<file path="src/rtl/gbc_pkg.sv">
// Shared types, constants and round functions for the GOST block cipher pipeline.
`timescale 1ns / 1ps

package gbc_pkg;

    localparam int C_HALF_W = 32;
    localparam int C_KEY_W  = 64;
    localparam int C_WORDS  = 8;

    typedef logic [C_HALF_W-1:0] t_half;
    typedef logic [2:0]          t_word_idx;
    typedef t_half [C_WORDS-1:0] t_key_words;

    typedef enum logic [2:0] {
        CFG_KEY_0_1   = 3'd0,
        CFG_KEY_2_3   = 3'd1,
        CFG_KEY_4_5   = 3'd2,
        CFG_KEY_6_7   = 3'd3,
        CFG_DECRYPT   = 3'd4
    } t_cfg_index;

    typedef struct packed {
        logic  valid;
        t_half first;
        t_half second;
    } t_beat;

    localparam logic [0:127][3:0] C_SBOX = {
        4'hC,4'h4,4'h6,4'h2,4'hA,4'h5,4'hB,4'h9,4'hE,4'h8,4'hD,4'h7,4'h0,4'h3,4'hF,4'h1,
        4'h6,4'h8,4'h2,4'h3,4'h9,4'hA,4'h5,4'hC,4'h1,4'hE,4'h4,4'h7,4'hB,4'hD,4'h0,4'hF,
        4'hB,4'h3,4'h5,4'h8,4'h2,4'hF,4'hA,4'hD,4'hE,4'h1,4'h7,4'h4,4'hC,4'h9,4'h6,4'h0,
        4'hC,4'h8,4'h2,4'h1,4'hD,4'h4,4'hF,4'h6,4'h7,4'h0,4'hA,4'h5,4'h3,4'hE,4'h9,4'hB,
        4'h7,4'hF,4'h5,4'hA,4'h8,4'h1,4'h6,4'hD,4'h0,4'h9,4'h3,4'hE,4'hB,4'h4,4'h2,4'hC,
        4'h5,4'hD,4'hF,4'h6,4'h9,4'h2,4'hC,4'hA,4'hB,4'h7,4'h8,4'h1,4'h4,4'h3,4'hE,4'h0,
        4'h8,4'hE,4'h2,4'h5,4'h6,4'h9,4'h1,4'hC,4'hF,4'h4,4'hB,4'h0,4'hD,4'hA,4'h3,4'h7,
        4'h1,4'h7,4'hE,4'hD,4'h0,4'h5,4'h8,4'h3,4'h4,4'hF,4'hA,4'h6,4'h9,4'hC,4'hB,4'h2
    };

    function automatic t_half round_fn(input t_half half, input t_half key);
        t_half      x;
        t_half      y;
        logic [6:0] idx;
        x = half + key;
        y = '0;
        for (int n = 0; n < 8; n++) begin
            idx = {3'(n), x[4*n +: 4]};
            y[4*n +: 4] = C_SBOX[idx];
        end
        return {y[20:0], y[31:21]};
    endfunction

    function automatic t_word_idx key_index(input logic [4:0] rnd, input logic decrypt);
        logic early;
        early = decrypt ? (rnd < 5'd8) : (rnd < 5'd24);
        return early ? rnd[2:0] : ~rnd[2:0];
    endfunction

endpackage

</file>
<file path="src/rtl/gbc_round.sv">
// One registered Feistel round stage with its own valid bit and stall hand-back.
`timescale 1ns / 1ps

module gbc_round import gbc_pkg::*; #(
    parameter bit LAST = 1'b0
) (
    input  logic  i_clk,
    input  logic  i_rst_n,
    input  t_beat i_beat,
    input  t_half i_key,
    input  logic  i_ready_dn,
    output t_beat o_beat,
    output logic  o_ready_up
);

    logic  r_valid;
    t_half r_first;
    t_half r_second;
    t_half n_mix;

    assign n_mix      = i_beat.second ^ round_fn(i_beat.first, i_key);
    assign o_ready_up = !r_valid || i_ready_dn;

    always_ff @(posedge i_clk) begin
        if (!i_rst_n) begin
            r_valid <= 1'b0;
        end else if (o_ready_up) begin
            r_valid <= i_beat.valid;
        end
    end

    // swap halves on every round but the last
    always_ff @(posedge i_clk) begin
        if (o_ready_up && i_beat.valid) begin
            if (LAST) begin
                r_first  <= i_beat.first;
                r_second <= n_mix;
            end else begin
                r_first  <= n_mix;
                r_second <= i_beat.first;
            end
        end
    end

    assign o_beat = '{valid: r_valid, first: r_first, second: r_second};

endmodule

</file>
<file path="config.mk">
export PLATFORM = sky130hd
export DESIGN_NAME = gbc_round
export DESIGN_NICKNAME = d
export VERILOG_FILES = /design/src/rtl/gbc_pkg.sv /design/src/rtl/gbc_round.sv
export SDC_FILE = /design/constraint.sdc
export NUM_CORES = 1
export LEC_CHECK = 0
export ABC_AREA = 1
export CAP_MARGIN = 15
export CORE_ASPECT_RATIO = 0.8
export CORE_MARGIN = 8
export CORE_UTILIZATION = 59
export CTS_CLUSTER_DIAMETER = 80
export DETAILED_ROUTE_END_ITERATION = 7
export DONT_BUFFER_PORTS = 1
export HOLD_SLACK_MARGIN = 0.08
export PLACE_DENSITY_LB_ADDON = 0.15
export SLEW_MARGIN = 20
export SYNTH_ARGS = -nofsm -noshare
export SYNTH_HDL_FRONTEND = slang
export SYNTH_SLANG_ARGS = --single-unit
</file>
<file path="constraint.sdc">
create_clock -name i_clk -period 3.75 [get_ports i_clk]
set_input_delay 0.375 -clock i_clk [delete_from_list [all_inputs] [get_ports i_clk]]
set_output_delay 0.375 -clock i_clk [all_outputs]
set_load 0.1 [all_outputs]
</file>
# Word level (Yosys, flattened, before mapping)
# Memories as Yosys holds them, arrays and structs flattened.
# Cells that the tools add are included.
# word_totals
ff_bits	65
latchBits	0
ram_bits	0
rom_bits	4096
out_inout_bits	66
mem_count	8
# mem_list
memory	words	width	read_ports	rd_ports_with_merged_regs	wr	line	text
(no name shown)	128	4	1	0	0	gbc_pkg.sv:47	y[4*n +: 4] = C_SBOX[idx];
(no name shown)	128	4	1	0	0	gbc_pkg.sv:47	
(no name shown)	128	4	1	0	0	gbc_pkg.sv:47	
(no name shown)	128	4	1	0	0	gbc_pkg.sv:47	
(no name shown)	128	4	1	0	0	gbc_pkg.sv:47	
(no name shown)	128	4	1	0	0	gbc_pkg.sv:47	
+2 memories	n/a	n/a	n/a	n/a	n/a	n/a	
# classes
n_addsub	1
multipliers	0
div_mod_pow	0
magnitude_cmp	8
eq_ne	0
shifts	0
mux	16
n_bitwise	9
reduce_logical	3
# op_table
op	n
8-bit greater-or-equal comparator, second input constant	8
4-bit 2-to-1 mux	16
32-bit adder	1
7-bit inverter with 8-bit output	4
32-bit XOR	1
6-bit inverter with 8-bit output	2
4-bit inverter with 8-bit output	1
5-bit inverter with 8-bit output	1
1-bit logical AND	1
1-bit zero test	1
1-bit logical OR	1

# Logic depth before layout (Yosys ltp)
# depth
ltp_word	6
mapped_depth	22
depth_no_buf	22

# Worst setup path before layout
# Ideal clock, no wire load.
# synth_path
path_type	input port to flip-flop
startpoint	in i_beat[64] (netlist bit)
endpoint	reg r_first[0], enable pin
arrival_time_ps	3520
required_time_ps	3243
path_slack_ps	-277
path_stages	2
cell_sequence	inv_1 > a21oi_1
# synth_via
elab_chain_len	1
# synth_rtl
item	line	text
start: declaration	gbc_round.sv:9	input t_beat i_beat,
1-bit logical AND	gbc_round.sv:34	if (o_ready_up && i_beat.valid) begin
end signal: assignment	gbc_round.sv:36	r_first <= i_beat.first;
end signal: assignment	gbc_round.sv:39	r_first <= n_mix;
end: declaration	gbc_round.sv:17	t_half r_first;
# No other way between the ends.
# A chain may end at the register's enable or synchronous reset.

# Worst setup path after layout
# layout_path
startpoint	in i_beat[32] (netlist bit)
endpoint	reg r_first[24] (data pin)
# layout_via
elab_chain_len	6
# layout_rtl
item	line	text
32-bit adder	gbc_pkg.sv:43	x = half + key;
6-bit inverter with 8-bit output (not written as such)	gbc_pkg.sv:47	
memory 128 x 4 bit	n/a	
4-bit 2-to-1 mux (not written as such) (2 in a row)	gbc_pkg.sv:47	
32-bit XOR	gbc_round.sv:21	assign n_mix = i_beat.second ^ round_fn(i_beat.first, i_key);
via n_mix[24]	gbc_round.sv:19	t_half n_mix;
# The timed path passes the listed nets, and every way through them passes these cells. The select of a mux whose other input is x is not followed.

==> impl.org <==
** Setup path
- The worst setup path is launched from a primary input.
- Critical path buffer and inverter count :: 3
- Length in cells of the worst reg-to-reg path :: 2
- Cell with the largest stage delay on the worst path :: sky130_fd_sc_hd__fa_1
- Tracing the worst setup path back leads to its startpoint at i_beat[32].
- Traced cell by cell, the critical path runs through ha_1 > inv_1 > fa_1 > inv_1 > nand3_1 > nand2_1 > nand2_1 > nand2_1 > nand2_1 > nand2_1 > xor2_2 > inv_1 > ha_1 > or2_2 > o211ai_2 > nand2_1 > nand2_1 > nand2_1.
- CP top delay family :: simple AND/OR/NAND/NOR gates
- For the worst setup path, the data required time is 3.83 ns.
- R2R Path End :: r_second[2]$_DFFE_PP_
- Highest fanout seen on the critical path :: 6
- Critical path class :: in -> reg
- Most frequent CP cell :: sky130_fd_sc_hd__nand2_1
- Reg-to-reg startpoint :: r_valid$_SDFFE_PN0N_
- Type of destination of the critical path :: flop
- For this run, the slowest stage of the critical path takes 0.40 ns.
- Setup slack on the worst reg-to-reg path comes out at 1.72 ns.
- At the worst endpoint, the arrival time is 3.10 ns.

** Clock network
- The number of gates resized after CTS was 0.
- Clock-pin slew on the worst setup and hold paths :: 0.06 ns
- Total of hold buffers inserted after clock tree synthesis :: 0
- CTS placed an instance of sky130_fd_sc_hd__clkbuf_16 at the clock tree root.
- Once the clock tree was built, the setup fixing pass inserted 0 buffers.
- Clock latency on the worst-skew pair, taken at its later pin, is 0.33 ns.
- In this run, CTS created clock tree buffers numbering 9.
- Depth of the CTS H-tree :: 3
- Longest Clk Path Bufs :: 2
- TritonCTS clock tree :: done
- For this design, the sink count on the clock tree is 65.

** Global routing
- Total routing resource utilization after global routing :: 0.2203
- Residual overflow from global routing :: 0
- Antenna violations before repair :: 0
- Entering global routing, the biggest net connects 65 pins.
- The via count of the first global-routing pass was 5115.
- First-pass GRT wire length :: 24.75 mm

** Finish
- 0 antenna diodes ended up in the layout.
- In the final layout, the share of cells above drive strength 1 is 0.04649.
- Net count reported at finish :: 1046
- The area growth from synthesis to layout is 7.911%.
- For this run, the share of the core covered by cells in the final layout is 0.6510.

** Logic synthesis
- In this run the mean area of a mapped cell was 7.088 µm².
- Of the synthesized area, sequential elements account for 0.3156.
- Asr flop ratio synth :: 0
- Post-synth cell types :: 39
- Number of flops mapped to enable cells by yosys :: between 60 and 70
- The number of nets handed over by synthesis was between 1000 and 1500.
- For this run, the number of Yosys warnings is 0.
- After synthesis the cells add up to 6152 µm².
- In this run, synthesis produced a sequential element count of between 60 and 70.
- Gate count of the mapped netlist :: 868
- Most used flip-flop cell after synthesis :: sky130_fd_sc_hd__edfxtp_1

** Timing
- Number of setup violations in the final report :: 0
- Setup slack on the critical path of the routed design comes to 0.7365 ns.
- In this run the tightest slew margin relative to its limit is 0.2888.
- In the finished design, the share of the clock period the worst path needs comes to 0.8036.
- Final-layout setup total negative slack :: 0 ns
- Post-Route Skew :: 0.009584 ns
- At the pin with the least slew margin, the transition time is 1.065 ns.
- Tmin final :: 3.013 ns
- Number of hold-slack violations in the final timing report :: 0
- Setup repair after global routing left no endpoint under its margin.
- Max-slew violation count :: 0
- F_max :: 331.8 MHz

** Routing
- The first routing iteration left around 300 violations.
- In the final routed layout, each cell accounts on average for 15.18 µm.
- The detail route stage leaves a number of antenna-violating nets equal to 0.
- For this run, design rule violations remaining after detail routing come to 0.
- Via-to-Cell Ratio :: 5.282
- The final route contains around 5400 vias.
- Detailed-route wire length :: approximately 16 mm
- Before antenna repair, the detailed router went through 5 iterations.

** Placed design
- Setup WS pre-CTS :: around 0.4 ns
- Routability-driven placement finished with a final weighted congestion of 0.8852.
- Input and output buffers added on the ports amount to 0.
- Total half-perimeter wirelength after legalization and detailed placement :: 12.83 mm

** Worst hold path
- The worst hold path terminates at r_second[5]$_DFFE_PP_.
- Hold crit path type :: in -> reg
- Worst min-delay path startpoint :: i_beat[37]
- The worst hold path passes through 0 cells.

** Floorplan
- The die covers 13970 µm².
- Site Rows :: 33
- After floorplanning, the core was sized to cover slightly above 10000 µm².
- 166 I/O pins were placed.
- Die Y :: 107.3 µm
- Starting density of the core :: 0.6032
- The floorplan step set the die width to roughly 130 µm.

** Job
- Number of max-cap violations :: 0

** Outcome
- Outcome :: completed

** Power
- Summed over all cells, the static leakage comes to 3.420 nW.
- Power spread over the standard cell area amounts to 547.7 nW/µm².
- IR analysis of the VDD net gives a maximum drop of 0.4404 mV.
==> worst max-delay path by stage <==
| stage | end | slack, ns | depth (start not counted) |
|---|---|---|---|
| final | r_first[24]$_DFFE_PP_ | 0.74 | 18 |
| after global routing | r_first[24]$_DFFE_PP_ | 0.52 | 18 |
| after CTS | r_first[24]$_DFFE_PP_ | 0.74 | 18 |
| after detailed placement | r_first[24]$_DFFE_PP_ | 0.41 | 18 |
| after global placement | r_first[24]$_DFFE_PP_ | 0.61 | 18 |
| after floorplan | r_first[24]$_DFFE_PP_ | 0.83 | 18 |
==> logic make-up after synthesis <==
group	share of synthesized area
and+or+nand+nor	0.3185
DFF	0.3156
buffers and inverters	0.08948
AOI/OAI and AO/OA	0.07322
adders and majority gates	0.1416
xor gates and xnor gates	0.06162
==> metrics by stage <==
stage                     hold slack [ns]  instance area [µm²]  cells  power, mW
after floorplan                    0.4739                 6156    868      2.528
after global placement             0.4740                 6329   1006      2.705
after detailed placement           0.4740                 6329   1006      2.756
after CTS                          0.1262                 6639   1022      3.660
after global routing               0.1261                 6639   1022      3.862
final                              0.1366                 6639   1022      3.636
==> report_power, final <==
group          internal (mW)  switching (mW)
Sequential             0.946           0.698
Combinational          0.384           0.723
Clock                  0.575           0.310
==> layer usage <==
| layer | wire length (µm) | vias up | global-route usage | share of wire |
|---|---|---|---|---|
| met5 | 0 | - | 0 | 0 |
| met4 | 121 | 0 | 0.04301 | 0.0078 |
| met3 | 1622 | 13 | 0.06683 | 0.10 |
| met2 | 6907 | 218 | 0.3544 | 0.45 |
| met1 | 6860 | 2392 | 0.2869 | 0.44 |
| li1 | - | 2775 | - | - |
==> cells in the final DEF, fill, tap and decap left out, types with 2 or more instances in the layout <==
cell type / instances
sky130_fd_sc_hd__a21oi_1: 24
sky130_fd_sc_hd__buf_4: 2
sky130_fd_sc_hd__bufinv_16: 2
sky130_fd_sc_hd__clkbuf_16: 9
sky130_fd_sc_hd__clkinv_1: 2
sky130_fd_sc_hd__clkinv_2: 2
sky130_fd_sc_hd__edfxtp_1: 64
sky130_fd_sc_hd__ha_1: 68
sky130_fd_sc_hd__inv_1: 139
sky130_fd_sc_hd__nand2_1: 329
sky130_fd_sc_hd__nand2_2: 7
sky130_fd_sc_hd__nand3_1: 68
sky130_fd_sc_hd__nand3b_1: 6
sky130_fd_sc_hd__nand4_1: 3
sky130_fd_sc_hd__nor2_1: 43
sky130_fd_sc_hd__nor2_2: 4
sky130_fd_sc_hd__nor3_1: 8
sky130_fd_sc_hd__o211ai_1: 8
sky130_fd_sc_hd__o21ai_0: 31
sky130_fd_sc_hd__o21ai_1: 5
sky130_fd_sc_hd__o21bai_1: 5
sky130_fd_sc_hd__xnor2_1: 16
sky130_fd_sc_hd__xor2_1: 13
sky130_fd_sc_hd__xor2_2: 5
==> synthesized netlist by cell type (4+ instances only) <==
cell,instances,share of area
sky130_fd_sc_hd__o211ai_1,8,0.0098
sky130_fd_sc_hd__nand2_2,7,0.0071
sky130_fd_sc_hd__xnor2_1,16,0.023
sky130_fd_sc_hd__xor2_1,13,0.019
sky130_fd_sc_hd__a21oi_1,25,0.020
sky130_fd_sc_hd__o21ai_0,31,0.025
sky130_fd_sc_hd__inv_1,139,0.085
sky130_fd_sc_hd__edfxtp_1,64,0.31
sky130_fd_sc_hd__nand3b_1,6,0.0073
sky130_fd_sc_hd__o21ai_1,5,0.0041
sky130_fd_sc_hd__o21bai_1,5,0.0061
sky130_fd_sc_hd__nor2_1,43,0.026
sky130_fd_sc_hd__nand3_1,68,0.055
sky130_fd_sc_hd__ha_1,68,0.14
sky130_fd_sc_hd__xor2_2,5,0.013
sky130_fd_sc_hd__nand2_1,329,0.20
sky130_fd_sc_hd__nor2_2,4,0.0041
sky130_fd_sc_hd__nor3_1,8,0.0065
==> state kept, by name (all words and copies together) (netlist names) <==
name      count
r_second     32
r_first      32
r_valid       1
==> area by class of cell <==
cell class                 count  area (µm²)
clock inverter                 7       85.08
clock buffer                   9       225.2
fill                         910        3560
tap                          140       175.2
inverter                     140       525.5
multi-input combinational    659        3671
timing repair buffer           2       15.01
sequential                    65        1942
(Power assumes the default switching activity.)
